[src/design/pmt_pkg.sv]
package pmt_pkg;

  // Cursor coordinate width
  localparam int COORD_BITS = 12;
  localparam logic [COORD_BITS-1:0] COORD_MAX = {COORD_BITS{1'b1}};

  // Configuration port
  localparam int CFG_W     = 13;
  localparam int CFG_IDX_W = 1;
  localparam logic [CFG_IDX_W-1:0] CFG_SCREEN_WIDTH  = 1'd0;
  localparam logic [CFG_IDX_W-1:0] CFG_SCREEN_HEIGHT = 1'd1;
  localparam logic [CFG_W-1:0] RST_SCREEN_WIDTH  = 13'd1024;
  localparam logic [CFG_W-1:0] RST_SCREEN_HEIGHT = 13'd768;

  // Header bit positions
  localparam int HDR_LEFT   = 0;
  localparam int HDR_RIGHT  = 1;
  localparam int HDR_MIDDLE = 2;
  localparam int HDR_SYNC   = 3;
  localparam int HDR_SIGN_X = 4;
  localparam int HDR_SIGN_Y = 5;
  localparam int HDR_OVF_X  = 6;
  localparam int HDR_OVF_Y  = 7;

  // Arithmetic widths
  localparam int MOVE_W = 9;
  localparam int LIM_W  = (CFG_W > COORD_BITS) ? CFG_W : COORD_BITS;
  localparam int SUM_W  = LIM_W + 2;

  // Stream widths
  localparam int IN_TDATA_W  = 8;
  localparam int OUT_BITS    = 2 * COORD_BITS + 3;
  localparam int OUT_TDATA_W = ((OUT_BITS + 7) / 8) * 8;

  // One complete packet as it crosses the queue
  typedef struct packed {
    logic [7:0] header;
    logic [7:0] x_move;
    logic [7:0] y_move;
  } packet_t;

  // Packet assembly states
  typedef enum logic [2:0] {
    ST_HDR = 3'b001,
    ST_XMV = 3'b010,
    ST_YMV = 3'b100
  } asm_state_t;

endpackage

[src/design/ps2_mouse_packet_tracker.sv]
// Channel | Dir | Ports          | Beat contents (low bit first)
// in      | in  | in_t*          | tdata: data_byte[7:0]
// out     | out | out_t*         | tdata: x_position[11:0], y_position[11:0], left, middle, right
// cfg     | in  | cfg_we/addr/wd | 0 screen_width, 1 screen_height (13 bits)
//
// One byte per cycle while in_tready is high; a completed packet passes through the queue
// slot and then the registered cursor add/clamp in the back stage before it shows on out.
// Reset (rst_n low, synchronous) clears packet assembly, queue and cursor, and sets the
// screen size back to 1024 x 768.
// A two-entry packet queue separates assembly from the cursor stage; in_tready drops
// only on a third byte while the queue is full, which happens when out stalls.
module ps2_mouse_packet_tracker import pmt_pkg::*; (
  input  logic                   clk,
  input  logic                   rst_n,
  input  logic                   cfg_we,
  input  logic [CFG_IDX_W-1:0]   cfg_addr,
  input  logic [CFG_W-1:0]       cfg_wdata,
  input  logic                   in_tvalid,
  output logic                   in_tready,
  input  logic [IN_TDATA_W-1:0]  in_tdata,   // data_byte
  output logic                   out_tvalid,
  input  logic                   out_tready,
  output logic [OUT_TDATA_W-1:0] out_tdata   // x_position, y_position, left, middle, right
);

  logic    q_push, q_ready, q_pop, q_valid;
  packet_t push_pkt, pop_pkt;

  pmt_front u_front (
    .clk       (clk),
    .rst_n     (rst_n),
    .in_tvalid (in_tvalid),
    .in_tready (in_tready),
    .in_tdata  (in_tdata),
    .q_push    (q_push),
    .q_pkt     (push_pkt),
    .q_ready   (q_ready)
  );

  pmt_queue u_queue (
    .clk        (clk),
    .rst_n      (rst_n),
    .push       (q_push),
    .push_pkt   (push_pkt),
    .push_ready (q_ready),
    .pop        (q_pop),
    .pop_pkt    (pop_pkt),
    .pop_valid  (q_valid)
  );

  pmt_back u_back (
    .clk        (clk),
    .rst_n      (rst_n),
    .cfg_we     (cfg_we),
    .cfg_addr   (cfg_addr),
    .cfg_wdata  (cfg_wdata),
    .q_valid    (q_valid),
    .q_pkt      (pop_pkt),
    .q_pop      (q_pop),
    .out_tvalid (out_tvalid),
    .out_tready (out_tready),
    .out_tdata  (out_tdata)
  );

  // A packet is never pushed into a full queue
  a_push_room: assert property (@(posedge clk) disable iff (!rst_n) q_push |-> q_ready)
    else $error("packet pushed into full queue");

  // Back stage pops only a present packet
  a_pop_valid: assert property (@(posedge clk) disable iff (!rst_n) q_pop |-> q_valid)
    else $error("pop from empty queue");

  // A popped packet always lands in the output register
  a_pop_out: assert property (@(posedge clk) disable iff (!rst_n) q_pop |=> out_tvalid)
    else $error("popped packet lost");

  // Input stalls only because the queue is full
  a_stall_cause: assert property (@(posedge clk) disable iff (!rst_n) !in_tready |-> !q_ready)
    else $error("input stalled with queue room");

endmodule

[src/design/pmt_front.sv]
module pmt_front import pmt_pkg::*; (
  input  logic                  clk,
  input  logic                  rst_n,
  input  logic                  in_tvalid,
  output logic                  in_tready,
  input  logic [IN_TDATA_W-1:0] in_tdata,
  output logic                  q_push,
  output packet_t               q_pkt,
  input  logic                  q_ready
);

  asm_state_t state_r, state_nxt;
  logic [7:0] header_r, header_nxt;
  logic [7:0] x_move_r, x_move_nxt;
  logic       beat;

  // Only the last byte of a packet needs room in the queue
  assign in_tready = (state_r != ST_YMV) || q_ready;
  assign beat      = in_tvalid && in_tready;
  assign q_push    = beat && (state_r == ST_YMV);
  assign q_pkt     = '{header: header_r, x_move: x_move_r, y_move: in_tdata[7:0]};

  // Byte position within the packet
  always_comb begin
    state_nxt  = state_r;
    header_nxt = header_r;
    x_move_nxt = x_move_r;
    unique case (state_r)
      ST_XMV: begin
        if (beat) begin
          x_move_nxt = in_tdata[7:0];
          state_nxt  = ST_YMV;
        end
      end
      ST_YMV: begin
        if (beat) begin
          state_nxt = ST_HDR;
        end
      end
      default: begin
        // header must carry the sync bit, otherwise it is dropped
        if (beat && in_tdata[HDR_SYNC]) begin
          header_nxt = in_tdata[7:0];
          state_nxt  = ST_XMV;
        end
      end
    endcase
  end

  always_ff @(posedge clk) begin
    if (!rst_n) begin
      state_r <= ST_HDR;
    end else begin
      state_r <= state_nxt;
    end
    header_r <= header_nxt;
    x_move_r <= x_move_nxt;
  end

endmodule

[src/design/pmt_queue.sv]
module pmt_queue import pmt_pkg::*; (
  input  logic    clk,
  input  logic    rst_n,
  input  logic    push,
  input  packet_t push_pkt,
  output logic    push_ready,
  input  logic    pop,
  output packet_t pop_pkt,
  output logic    pop_valid
);

  packet_t    slot_r [2];
  logic       wr_ptr_r, wr_ptr_nxt;
  logic       rd_ptr_r, rd_ptr_nxt;
  logic [1:0] count_r, count_nxt;
  logic       do_push, do_pop;

  assign push_ready = (count_r != 2'd2);
  assign pop_valid  = (count_r != 2'd0);
  assign pop_pkt    = slot_r[rd_ptr_r];
  assign do_push    = push && push_ready;
  assign do_pop     = pop && pop_valid;

  // Pointer and fill count update
  always_comb begin
    wr_ptr_nxt = do_push ? ~wr_ptr_r : wr_ptr_r;
    rd_ptr_nxt = do_pop ? ~rd_ptr_r : rd_ptr_r;
    count_nxt  = count_r;
    if (do_push && !do_pop) begin
      count_nxt = count_r + 2'd1;
    end else if (do_pop && !do_push) begin
      count_nxt = count_r - 2'd1;
    end
  end

  always_ff @(posedge clk) begin
    if (!rst_n) begin
      wr_ptr_r <= 1'b0;
      rd_ptr_r <= 1'b0;
      count_r  <= 2'd0;
    end else begin
      wr_ptr_r <= wr_ptr_nxt;
      rd_ptr_r <= rd_ptr_nxt;
      count_r  <= count_nxt;
    end
    if (do_push) begin
      slot_r[wr_ptr_r] <= push_pkt;
    end
  end

endmodule

[src/design/pmt_back.sv]
module pmt_back import pmt_pkg::*; (
  input  logic                   clk,
  input  logic                   rst_n,
  input  logic                   cfg_we,
  input  logic [CFG_IDX_W-1:0]   cfg_addr,
  input  logic [CFG_W-1:0]       cfg_wdata,
  input  logic                   q_valid,
  input  packet_t                q_pkt,
  output logic                   q_pop,
  output logic                   out_tvalid,
  input  logic                   out_tready,
  output logic [OUT_TDATA_W-1:0] out_tdata
);

  logic [CFG_W-1:0]       width_r, width_nxt;
  logic [CFG_W-1:0]       height_r, height_nxt;
  logic [COORD_BITS-1:0]  cur_x_r, cur_x_nxt;
  logic [COORD_BITS-1:0]  cur_y_r, cur_y_nxt;
  logic                   out_valid_r, out_valid_nxt;
  logic [OUT_TDATA_W-1:0] out_data_r, out_data_nxt;

  logic [MOVE_W-1:0]     mag_x, mag_y;
  logic signed [SUM_W-1:0] sum_x, sum_y;
  logic [COORD_BITS-1:0] lim_x, lim_y;

  // Screen size to largest legal coordinate
  function automatic logic [COORD_BITS-1:0] size_to_lim(input logic [CFG_W-1:0] size);
    logic [CFG_W-1:0] m1;
    logic [LIM_W-1:0] full;
    m1   = (size == '0) ? '0 : size - 1'b1;
    full = LIM_W'(m1);
    if (full > LIM_W'(COORD_MAX)) begin
      full = LIM_W'(COORD_MAX);
    end
    return full[COORD_BITS-1:0];
  endfunction

  // Magnitude of one move byte, with the overflow extension
  function automatic logic [MOVE_W-1:0] move_mag(input logic [7:0] b, input logic neg,
                                                 input logic ovf);
    logic [7:0] m;
    m = neg ? (8'd0 - b) : b;
    return {1'b0, m} + (ovf ? MOVE_W'(255) : MOVE_W'(0));
  endfunction

  // Clamp a signed sum into [0, lim]
  function automatic logic [COORD_BITS-1:0] clamp(input logic signed [SUM_W-1:0] v,
                                                  input logic [COORD_BITS-1:0] lim);
    logic [COORD_BITS-1:0] r;
    if (v < 0) begin
      r = '0;
    end else if (v > $signed({{(SUM_W-COORD_BITS){1'b0}}, lim})) begin
      r = lim;
    end else begin
      r = v[COORD_BITS-1:0];
    end
    return r;
  endfunction

  assign q_pop      = q_valid && (!out_valid_r || out_tready);
  assign out_tvalid = out_valid_r;
  assign out_tdata  = out_data_r;

  // Configuration writes
  always_comb begin
    width_nxt  = width_r;
    height_nxt = height_r;
    if (cfg_we) begin
      case (cfg_addr)
        CFG_SCREEN_WIDTH:  width_nxt  = cfg_wdata;
        CFG_SCREEN_HEIGHT: height_nxt = cfg_wdata;
        default: ;
      endcase
    end
  end

  // Cursor update; Y moves against the mouse sign
  always_comb begin
    mag_x = move_mag(q_pkt.x_move, q_pkt.header[HDR_SIGN_X], q_pkt.header[HDR_OVF_X]);
    mag_y = move_mag(q_pkt.y_move, q_pkt.header[HDR_SIGN_Y], q_pkt.header[HDR_OVF_Y]);
    sum_x = $signed({{(SUM_W-COORD_BITS){1'b0}}, cur_x_r});
    sum_y = $signed({{(SUM_W-COORD_BITS){1'b0}}, cur_y_r});
    if (q_pkt.header[HDR_SIGN_X]) begin
      sum_x = sum_x - $signed({{(SUM_W-MOVE_W){1'b0}}, mag_x});
    end else begin
      sum_x = sum_x + $signed({{(SUM_W-MOVE_W){1'b0}}, mag_x});
    end
    if (q_pkt.header[HDR_SIGN_Y]) begin
      sum_y = sum_y + $signed({{(SUM_W-MOVE_W){1'b0}}, mag_y});
    end else begin
      sum_y = sum_y - $signed({{(SUM_W-MOVE_W){1'b0}}, mag_y});
    end
    lim_x = size_to_lim(width_r);
    lim_y = size_to_lim(height_r);
  end

  // Output register and cursor state
  always_comb begin
    cur_x_nxt     = cur_x_r;
    cur_y_nxt     = cur_y_r;
    out_valid_nxt = out_valid_r && !out_tready;
    out_data_nxt  = out_data_r;
    if (q_pop) begin
      cur_x_nxt     = clamp(sum_x, lim_x);
      cur_y_nxt     = clamp(sum_y, lim_y);
      out_valid_nxt = 1'b1;
      out_data_nxt  = OUT_TDATA_W'({q_pkt.header[HDR_RIGHT], q_pkt.header[HDR_MIDDLE],
                                    q_pkt.header[HDR_LEFT], cur_y_nxt, cur_x_nxt});
    end
  end

  always_ff @(posedge clk) begin
    if (!rst_n) begin
      width_r     <= RST_SCREEN_WIDTH;
      height_r    <= RST_SCREEN_HEIGHT;
      cur_x_r     <= '0;
      cur_y_r     <= '0;
      out_valid_r <= 1'b0;
    end else begin
      width_r     <= width_nxt;
      height_r    <= height_nxt;
      cur_x_r     <= cur_x_nxt;
      cur_y_r     <= cur_y_nxt;
      out_valid_r <= out_valid_nxt;
    end
    out_data_r <= out_data_nxt;
  end

endmodule

[config.mk]
export PLATFORM = sky130hd
export DESIGN_NAME = ps2_mouse_packet_tracker
export DESIGN_NICKNAME = d
export VERILOG_FILES = /design/src/design/pmt_pkg.sv /design/src/design/ps2_mouse_packet_tracker.sv /design/src/design/pmt_front.sv /design/src/design/pmt_queue.sv /design/src/design/pmt_back.sv
export SDC_FILE = /design/constraint.sdc
export NUM_CORES = 1
export LEC_CHECK = 0
export ABC_AREA = 0
export BUFFER_PORTS_ARGS = -buffer_cell sky130_fd_sc_hd__buf_2
export CAP_MARGIN = 5
export CORE_ASPECT_RATIO = 1.5
export CORE_MARGIN = 5
export CORE_UTILIZATION = 60
export CTS_CLUSTER_SIZE = 30
export DETAILED_ROUTE_END_ITERATION = 12
export PLACE_DENSITY_LB_ADDON = 0.05
export SETUP_SLACK_MARGIN = 0.15
export SLEW_MARGIN = 15
export SYNTH_ARGS = -nofsm -noshare
export SYNTH_HDL_FRONTEND = slang
export SYNTH_SLANG_ARGS = --single-unit
[constraint.sdc]
create_clock -name clk -period 9.35 [get_ports clk]
set_input_delay 0.935 -clock clk [delete_from_list [all_inputs] [get_ports clk]]
set_output_delay 0.935 -clock clk [all_outputs]
set_load 0.02 [all_outputs]
# After elaboration in Yosys (flattened, before gate mapping)
# Memory sizes are Yosys's and may differ from the RTL's. A register that Yosys moved wholly into a read port is not among the register bits.
# Index checks and enable logic that the tools add are counted.
# totals
out_inout_bits	34
wordCells	92
ram_bits	48
inputBits	27
reg_bits	101
memories	1
# classes
magnitude_cmp	6
reduce_logical	26
n_addsub	12
eq_ne	6
bitwise_logic	4
mux	25
# memory_table
name	words	word_bits	read_ports	rd_clocked_by_memory_dff	write_ports	line_no	rtl
u_queue.slot_r	2	24	1	1	1	pmt_queue.sv:12	packet_t slot_r [2];
# op_table
cell	count
12-bit 2-to-1 mux	6
8-bit 2-to-1 mux	4
15-bit by 13-bit greater-than comparator with 1-bit output	2
15-bit by 1-bit < comparator with 1-bit output, second input constant	2
15-bit 2-to-1 mux	2
12-bit by 9-bit adder with 13-bit output	2
13-bit by 12-bit greater-than comparator with 1-bit output, second input constant	2
13-bit zero test	2
13-bit 2-to-1 mux	2
12-bit by 9-bit subtractor with 13-bit output	2
13-bit by 1-bit subtractor with 13-bit output, second input constant	2
8-bit by 9-bit adder with 9-bit output	2
1-bit by 8-bit subtractor with 8-bit output, first input constant	2
1-bit logical AND	9
3-bit 2-to-1 mux	3
2-bit AND reduction	4
3-bit one-hot mux with 2 select lines	1
1-bit 2-to-1 mux	5
1-bit zero test	4
2-bit 2-to-1 mux	2
2-bit by 1-bit inequality test with 1-bit output, second input constant	2
1-bit inverter	4
2-bit nonzero test	2
3-bit by 2-bit == test with 1-bit output, second input constant	1
9 further kinds	10

# Logic depth before layout (Yosys ltp)
# Gate-level depths: netlist of the first run.
# logic_depth
word_depth	9
ltp_mapped	32
mapped_depth_nobuf	28

# Hierarchy
# Synthesis of the first run repeated with hierarchy kept, for this count alone.
# hier_totals
hier_cells	1048
hier_area_um2	10074.7
# by_module_without_submodules
mod	cells_per_inst	seq_area_each_um2	area_per_inst_um2	instances
pmt_back	904	1831.8	7382.1	1
pmt_queue	99	1541.5	1969.4	1
pmt_front	45	540.5	723.2	1

# Worst setup path before layout of the first run
# No wires, ideal clock.
# synth_path
path_kind	flip-flop to flip-flop
startpoint	register (tool-made name)
endpoint	register u_back.out_data_r[23] (netlist: u_back.out_tdata[23]), data pin
synth_period_minus_slack_ps	7320
t_required_ps	9192
t_arrival_ps	7162
path_buffers	5
path_stages_with_launch	31
setup_ps	158
slack_ps	2030
cell_sequence	dfxtp_1 clkbuf_1 clkbuf_1 buf_1 clkbuf_1 mux2i_1 inv_1 ha_1 inv_1 fa_1 o21ai_0 a31oi_1 xnor2_1 inv_1 ha_1 or3_1 a2111oi_0 o31ai_1 a211o_1 nor3_1 nor2_1 xnor2_1 ha_1 nand3_1 nor4_1 or3_1 o22ai_1 a41o_1 buf_4 or4_1 o211ai_1
# synth_lines
element	line_no	rtl
end signal, assigned	pmt_back.sv:126	out_data_r <= out_data_nxt;
end, declared	pmt_back.sv:20	logic [OUT_TDATA_W-1:0] out_data_r, out_data_nxt;

==> qor.txt, run 1 <==
status = finished clean
global-route wire length before repair = 36200 µm
chip width = 114 µm
Chip Height = 166 µm
Avg Cell Area, Syn = 9.56 µm²
GRT overflow = 0
CTS root buf = clkbuf_16
1st-iter DRT viols = 445
fin crit period = 8.02 ns
routed vias = 7525
maxcap violations = 0
GRT Util Overall = 24.0%
largest family of logic cells by synthesized area = compound AO/OA/AOI/OAI gates
Worst-path clk slew = 0.07 ns
initial cell density of the core = 60.6%
vias in the first global route = 7457
Sw Ratio = 45.6%
Post-synth ARST share = 0%
Hold Violations, Final = 0
layout overhead on the synthesized area = 10.2%
critical path capture point type = flop
drt wl/cell = 17.7 µm
Routed WL = 22600 µm
fraction of the cycle the final worst path needs = 85.8%
# DRC = 0
part of the power in registers = 24.3%
I/O Pins = 61
number of fill cells in the layout = 1361
RSZ-0062 raised after global routing = no
pin count of the biggest net entering global routing = 43
register area share after synthesis = 39.3%
CTS Buffer Depth = 2
Final Setup Violations = 0
antenna violations before repair = 0
# nets final = 1183
Combinational Power Share = 57.6%
Final Core Density = 66.7%
top post-synthesis cells by area = edfxtp_1, dfxtp_1, ha_1
DP HPWL = 17400 µm
min-delay worst type = flop to flop
IO buf count = 55
relative slew slack = 27.6%
post-synthesis mux area share = 4.58%
crit start category = flop
Routed Antenna Nets = 0
achievable frequency = 125 MHz
maximum vdd drop = 241 µV
Max Slew Vio Count = 0
H-tree level count = 4
routability cong. = 0.901
Clock Latency Late Sink = 0.43 ns
Mapped Cells = 1017
drt first pass iters = 6
Crit Path Class = flop to flop
leading area contributor after synthesis = edfxtp_1
final cell count without fillers = 1277
Synth Cell Area = 0.00972 mm²
Avg Vias per Cell = 5.89
Worst EP required = 9.52 ns
PostCTS Resize Cnt = 0
Main synth FF type = edfxtp_1
Setup TNS = 0 ns
CTS Buf Count = 17
die area = 0.0189 mm²
overall power = 3.77 mW
hold_sp = u_front.x_move_r[7]
Static Leak = 4.42 nW
Synth Register Bits = 147
compound-gate portion of the synthesized area = 17.2%
cts hold-fix bufs = 0
Ys Warns = 0
P_int = 2.05 mW
most common cell in the netlist = nand2_1
critical path arrival = 8.20 ns
most frequent cells after synthesis = nand2_1, ha_1, edfxtp_1
Placed Cells = 1244
worst-margin pin slew = 1.09 ns
Power per Cell Area = 352 mW/mm²
Synth Area in Simple Gates = 14.8%
Max Clock Skew = 0.0103 ns
share of cells above drive strength 1 = 11.4%
number of synthesized flops with an enable pin = 88
CP Max Fanout = 22
Sinks on Clock Net = 147
area fraction of the dominant cell type after synthesis = 27.2%
Post-CTS Setup Inserts = 0
XOR/XNOR share of the synthesized area = 5.86%
adder-cell share of the synthesized area = 13.2%
Core Region = 0.0160 mm²
post-synthesis cell type count = 75
final hold slack = 0.444 ns
switching power = 1.72 mW
CTS tree = built
cell row count = 57
Clock Power Share = 18.1%
[registers in the layout, summed over array words and instances, names as in the netlist, named ones only]
| name | cells |
|---|---|
| u_queue.wr_ptr_r | 1 |
| u_back.cur_y_r | 12 |
| u_queue.count_r | 2 |
| u_front.header_r | 7 |
| u_queue.slot_r | 46 |
| u_queue.rd_ptr_r | 1 |
| u_back.width_r | 13 |
| u_back.height_r | 13 |
| u_front.state_r | 3 |
| u_back.out_tvalid | 1 |
| u_back.cur_x_r | 12 |
| u_back.out_tdata | 27 |
| u_front.x_move_r | 8 |
[metrics by stage]
step           setup slack, ns  cell area [µm²]
6_report                  1.33            10700
5_1_grt                  0.879            10700
4_1_cts                   1.47            10700
3_5_place_dp              1.55            10100
3_3_place_gp              1.77            10100
2_1_floorplan             2.03             9730
[cells by family after synthesis]
| family | after synthesis |
|---|---|
| and+or+nand+nor | 300 |
| AOI/OAI and AO/OA | 246 |
| DFF | 147 |
| adders and majority gates | 99 |
| buffers and inverters | 116 |
| other | 1 |
| xor gates and xnor gates | 65 |
| muxes | 43 |
[power by group through the flow]
stage          Sequential [mW]  Combinational (mW)  Clock, mW
2_1_floorplan            0.977                1.61          0
3_3_place_gp             0.931                2.12          0
3_5_place_dp             0.931                2.14          0
4_1_cts                  0.918                2.16      0.690
5_1_grt                  0.929                2.40      0.725
6_report                 0.918                2.17      0.681
[cell type report]
cell class	instances	area (µm²)	share of cell area [%]
inverters	73	274	2.56
well taps	206	258	2.41
clock buffers	17	425	3.97
repair buffers	60	313	2.92
flip-flops and latches	147	3820	35.7
clock inverters	15	179	1.67
multi-input cells	758	5430	50.7
diodes	1	2.50	0.0234
[cells in the final DEF, fill, tap and decap left out, drive strengths merged, types with 5 or more instances in the layout]
master,n
nand2,95
ha,93
edfxtp,88
inv,82
nor2,71
buf,60
dfxtp,59
o21ai,56
a21oi,41
xnor2,41
mux2i,34
nor3,34
a21boi,25
nand3,24
xor2,24
o21a,18
clkbuf,17
nor2b,15
o31ai,15
and2,13
o21bai,12
a211oi,9
a21o,9
nand2b,9
o22ai,9
or3,9
mux2,9
a31oi,7
a2111oi,7
fa,6
nor4,6
or4,6
clkinv,6
a211o,5
conb,5
[path summary, 6_finish.rpt]
check / end / slack [ns] / cells past startpoint
worst max-delay path: u_back.out_tdata[12] / 1.33 / 25
worst min-delay path: u_queue.slot_r[1][15] / 0.44 / 0
worst max register to register: u_back.out_tdata[12] / 1.33 / 25
worst min register to register: u_queue.slot_r[1][15] / 0.44 / 0
[layer usage]
metal	track usage [%]	part of all wire (%)	up-vias
met5	0	0	-
met4	12.4	4.7	0
met3	3.90	3.6	62
met2	42.8	51	203
met1	27.1	40	3543
li1	-	-	3717
[critical path, cell delays in order (launching register included)]
cell       delay (ns)
dfxtp_1          0.94
mux2i_1          0.88
nor2_1           0.12
xnor2_1          0.17
ha_1             0.33
nand2_1          0.05
o21ai_0          0.29
a31oi_1          0.17
xnor2_1          0.27
inv_1            0.07
ha_1             0.22
or3_1            0.34
a2111oi_0        0.47
o31ai_1          0.13
a211o_1          0.33
nor3_1           0.35
nor2_1           0.10
xnor2_1          0.14
ha_1             0.33
nand3_1          0.11
nor4_1           0.08
or3_1            0.32
o22ai_1          0.26
a41o_1           0.71
mux2_2           0.42
nor2b_1          0.13
Power figures use the tool's default switching activity.
==> inputs of run 2 (changes only) <==
--- a/config.mk
+++ b/config.mk
@@ -9,8 +9,7 @@
 export BUFFER_PORTS_ARGS = -buffer_cell sky130_fd_sc_hd__buf_2
 export CAP_MARGIN = 5
 export CORE_ASPECT_RATIO = 1.5
-export CORE_MARGIN = 5
-export CORE_UTILIZATION = 60
+export CORE_UTILIZATION = 50
 export CTS_CLUSTER_SIZE = 30
 export DETAILED_ROUTE_END_ITERATION = 12
 export PLACE_DENSITY_LB_ADDON = 0.05
==> qor.txt, run 2 (synthesis results as in run 1) <==
Routed WL = 23200 µm
achievable frequency = 122 MHz
Static Leak = 4.42 nW
Crit Path Class = flop to flop
Hold Violations, Final = 0
H-tree level count = 4
Power per Cell Area = 351 mW/mm²
crit start category = flop
Worst-path clk slew = 0.06 ns
die area = 0.0200 mm²
layout overhead on the synthesized area = 10.9%
drt wl/cell = 17.5 µm
I/O Pins = 61
Chip Height = 173 µm
Largest Register = u_queue.slot_r
overall power = 3.78 mW
Met3 Wirelength = 756 µm
Post-CTS Setup Inserts = 0
IO buf count = 55
vias in the first global route = 7350
fin crit period = 8.17 ns
Met2 Wirelength = 12200 µm
commonest non-fill, non-tap cell in the layout = nand2_1
GRT Util Overall = 24.4%
share of cells above drive strength 1 = 11.2%
M1 WL = 9400 µm
Worst Slack Setup Final = 1.18 ns
worst-margin pin slew = 0.955 ns
pre-CTS setup slack = 1.41 ns
RSZ-0062 raised after global routing = no
number of fill cells in the layout = 1768
Final Setup Violations = 0
maxcap violations = 0
final cell count without fillers = 1328
register area = 0.00382 mm²
CTS Buffer Depth = 2
DP HPWL = 17800 µm
drt first pass iters = 5
Avg Vias per Cell = 5.58
Worst path max stage delay = 0.88 ns
initial cell density of the core = 50.9%
PostCTS Resize Cnt = 0
slowest stage cell, crit path = mux2i_1
CP Max Fanout = 20
chip width = 116 µm
Max Slew Vio Count = 0
global-route wire length before repair = 37100 µm
antenna violations before repair = 0
cell row count = 62
Core Region = 0.0191 mm²
status = finished clean
routability cong. = 0.888
Sinks on Clock Net = 147
CTS Buf Count = 17
cts hold-fix bufs = 0
pin count of the biggest net entering global routing = 43
Placed Cells = 1295
Setup TNS = 0 ns
relative slew slack = 34.5%
Worst EP required = 9.53 ns
critical path capture point type = flop
# nets final = 1184
1st-iter DRT viols = 469
critical path arrival = 8.34 ns
fraction of the cycle the final worst path needs = 87.3%
CTS root buf = clkbuf_16
most frequent cells in the layout = nand2_1, ha_1, edfxtp_1, inv_1, nor2_1
routed vias = 7405
Routed Antenna Nets = 0
# DRC = 0
min-delay worst type = flop to flop
Max Clock Skew = 0.00835 ns
multi-input logic area = 0.00543 mm²
CTS tree = built
Clock Latency Late Sink = 0.43 ns
uppermost routed layer = met4
maximum vdd drop = 169 µV
GRT overflow = 0
max FFs per register = 46
==> run 2: critical path, delay by kind of cell, from the launching register on <==
family | cells | cell delay (ns)
simple gates | 9 | 1.66
compound gates | 7 | 2.51
mux | 2 | 1.30
fa+ha+maj | 3 | 0.90
xor+xnor | 3 | 0.61
buf+inv | 1 | 0.07
flops | 1 | 0.81
==> run 2: path summary, 6_finish.rpt <==
path                                              to  slack (ns)           startpoint  cells after the start
worst max register to register  u_back.out_tdata[12]        1.18                 flop                     25
worst max-delay path            u_back.out_tdata[12]        1.18                 flop                     25
worst min register to register  u_queue.slot_r[1][8]        0.45  u_front.x_move_r[0]                      0
worst min-delay path            u_queue.slot_r[1][8]        0.45  u_front.x_move_r[0]                      0
==> run 2: metrics by stage <==
stage               hold WS, ns  instance area [µm²]  util [%]
floorplan                 0.421                 9730         -
detailed placement        0.432                10200      53.3
finish                    0.446                10800      56.5
CTS                       0.447                10800      56.4
global placement          0.424                10200      53.3
global route              0.461                10800      56.5
==> run 2: where the power goes <==
part	internal [mW]	switching [mW]	leakage, nW
clock network	0.428	0.275	0.291
logic	0.846	1.31	2.83
registers	0.842	0.0782	1.29
total	2.12	1.66	4.42
==> run 2: final cells by class <==
class	count	area share, %
diodes	1	0.0232
clock buffers	20	4.15
clock inverters	12	1.43
inverters	73	2.54
multi-input cells	758	50.4
flip-flops and latches	147	35.5
well taps	256	2.97
repair buffers	61	2.97
==> run 2: per-layer routing <==
layer  vias up  track usage [%]
met5         -                0
met4         0             12.6
met3        50             3.72
met2       178             43.7
met1      3466             27.2
li1       3711                -
==> inputs of run 3 (changes only) <==
--- a/config.mk
+++ b/config.mk
@@ -6,7 +6,7 @@
 export NUM_CORES = 1
 export LEC_CHECK = 0
 export ABC_AREA = 0
-export BUFFER_PORTS_ARGS = -buffer_cell sky130_fd_sc_hd__buf_2
+export BUFFER_PORTS_ARGS = -buffer_cell sky130_fd_sc_hd__clkbuf_2
 export CAP_MARGIN = 5
 export CORE_ASPECT_RATIO = 1.5
 export CORE_UTILIZATION = 50
==> qor.txt, run 3 (synthesis results as in run 1) <==
antenna violations before repair = 0
RR Endpoint = u_back.out_tdata[12]
initial cell density of the core = 50.9%
final cell count without fillers = 1326
Worst path max stage delay = 0.97 ns
Sinks on Clock Net = 147
overall power = 3.74 mW
Post-Layout Inst Area = 0.0107 mm²
Worst R2R Setup Slack = 1.14 ns
drt wl/cell = 17.3 µm
# nets final = 1183
critical path arrival = 8.39 ns
antenna fix cells = 0
DP HPWL = 17700 µm
cts hold-fix bufs = 0
part of the power in registers = 24.8%
crit start category = flop
CP Max Fanout = 22
Max Clock Skew = 0.00691 ns
Sw Ratio = 44.4%
Avg Vias per Cell = 5.58
Final Core Density = 56.3%
CTS root buf = clkbuf_16
IO buf count = 55
Power per Cell Area = 348 mW/mm²
maxcap violations = 0
Worst-path clk slew = 0.06 ns
crit path capture = u_back.out_tdata[12]
multi-input logic area = 0.00543 mm²
P_int = 2.08 mW
min-delay worst type = flop to flop
drt first pass iters = 5
I/O Pins = 61
Worst EP required = 9.53 ns
cell row count = 62
status = finished clean
global-route wire length before repair = 36400 µm
Routed Antenna Nets = 0
RSZ-0062 raised after global routing = no
vias in the first global route = 7326
Area after DPL = 0.0102 mm²
chip width = 116 µm
routability cong. = 0.884
worst-case reg-to-reg path depth = 25
fin crit period = 8.21 ns
Chip Height = 173 µm
CTS Buffer Depth = 2
Crit Path Class = flop to flop
relative slew slack = 27.7%
CTS Buf Count = 17
Post-CTS Setup Inserts = 0
GRT Util Overall = 23.9%
commonest non-fill, non-tap cell in the layout = nand2_1
PostCTS Resize Cnt = 0
achievable frequency = 122 MHz
H-tree level count = 4
Placed Cells = 1294
Hold Violations, Final = 0
pre-CTS setup slack = 1.34 ns
fraction of the cycle the final worst path needs = 87.8%
most frequent cells in the layout = nand2_1, ha_1, edfxtp_1, inv_1, nor2_1
routed vias = 7396
1st-iter DRT viols = 534
pin count of the biggest net entering global routing = 43
GRT overflow = 0
die area = 0.0200 mm²
switching power = 1.66 mW
maximum vdd drop = 171 µV
Combinational Power Share = 57.2%
CTS tree = built
Core Region = 0.0191 mm²
critical path capture point type = flop
register area = 0.00382 mm²
share of cells above drive strength 1 = 11.2%
Max Slew Vio Count = 0
Worst Slack Setup Final = 1.14 ns
max FFs per register = 46
Routed WL = 22900 µm
slowest stage cell, crit path = dfxtp_1
Clock Power Share = 18.0%
Static Leak = 4.41 nW
layout overhead on the synthesized area = 10.6%
number of fill cells in the layout = 1798
final hold slack = 0.444 ns
Setup TNS = 0 ns
Largest Register = u_queue.slot_r
Final Setup Violations = 0
# DRC = 0
Clock Latency Late Sink = 0.43 ns
worst-margin pin slew = 1.08 ns
-- run 3: area by class of cell --
type / count / share of cell area (%)
inverters: 73 / 2.55
clock inverters: 14 / 1.42
multi-input cells: 758 / 50.6
flip-flops and latches: 147 / 35.6
clock buffers: 18 / 3.99
well taps: 256 / 2.98
repair buffers: 60 / 2.91
-- run 3: worst max-delay path: cells and delay by family, from the launching register on --
kind	cells	cell delay (ns)
flops	1	0.97
xor+xnor	3	0.58
fa+ha+maj	3	0.87
buf+inv	1	0.07
mux	2	1.27
compound gates	7	2.53
simple gates	9	1.62
-- run 3: how the worst min path moves through the flow --
stage	from	endpoint	slack, ns	cells after the start
finish	u_front.x_move_r[2]	u_queue.slot_r[1][10]	0.44	0
CTS	u_front.header_r[5]	u_queue.slot_r[1][21]	0.44	0
floorplan	u_front.x_move_r[2]	u_queue.slot_r[0][10]	0.42	0
global route	u_front.x_move_r[1]	u_queue.slot_r[0][9]	0.46	0
global placement	u_front.x_move_r[4]	u_queue.slot_r[0][12]	0.42	0
detailed placement	u_front.header_r[5]	u_queue.slot_r[1][21]	0.43	0
-- run 3: power by group through the flow --
stage	Sequential, mW	Clock, mW	Combinational [mW]
6_report	0.926	0.674	2.14
5_1_grt	0.939	0.711	2.38
4_1_cts	0.926	0.688	2.15
3_5_place_dp	0.938	0	2.13
3_3_place_gp	0.938	0	2.12
2_1_floorplan	0.977	0	1.61
-- run 3: layer usage --
metal,share of wire [%],wire length (µm),track usage (%),vias up
met2,52,11800,42.0,148
met3,2.9,673,3.93,65
li1,-,-,-,3712
met4,4.9,1120,14.2,0
met5,0,0,0,-
met1,40,9250,26.6,3471
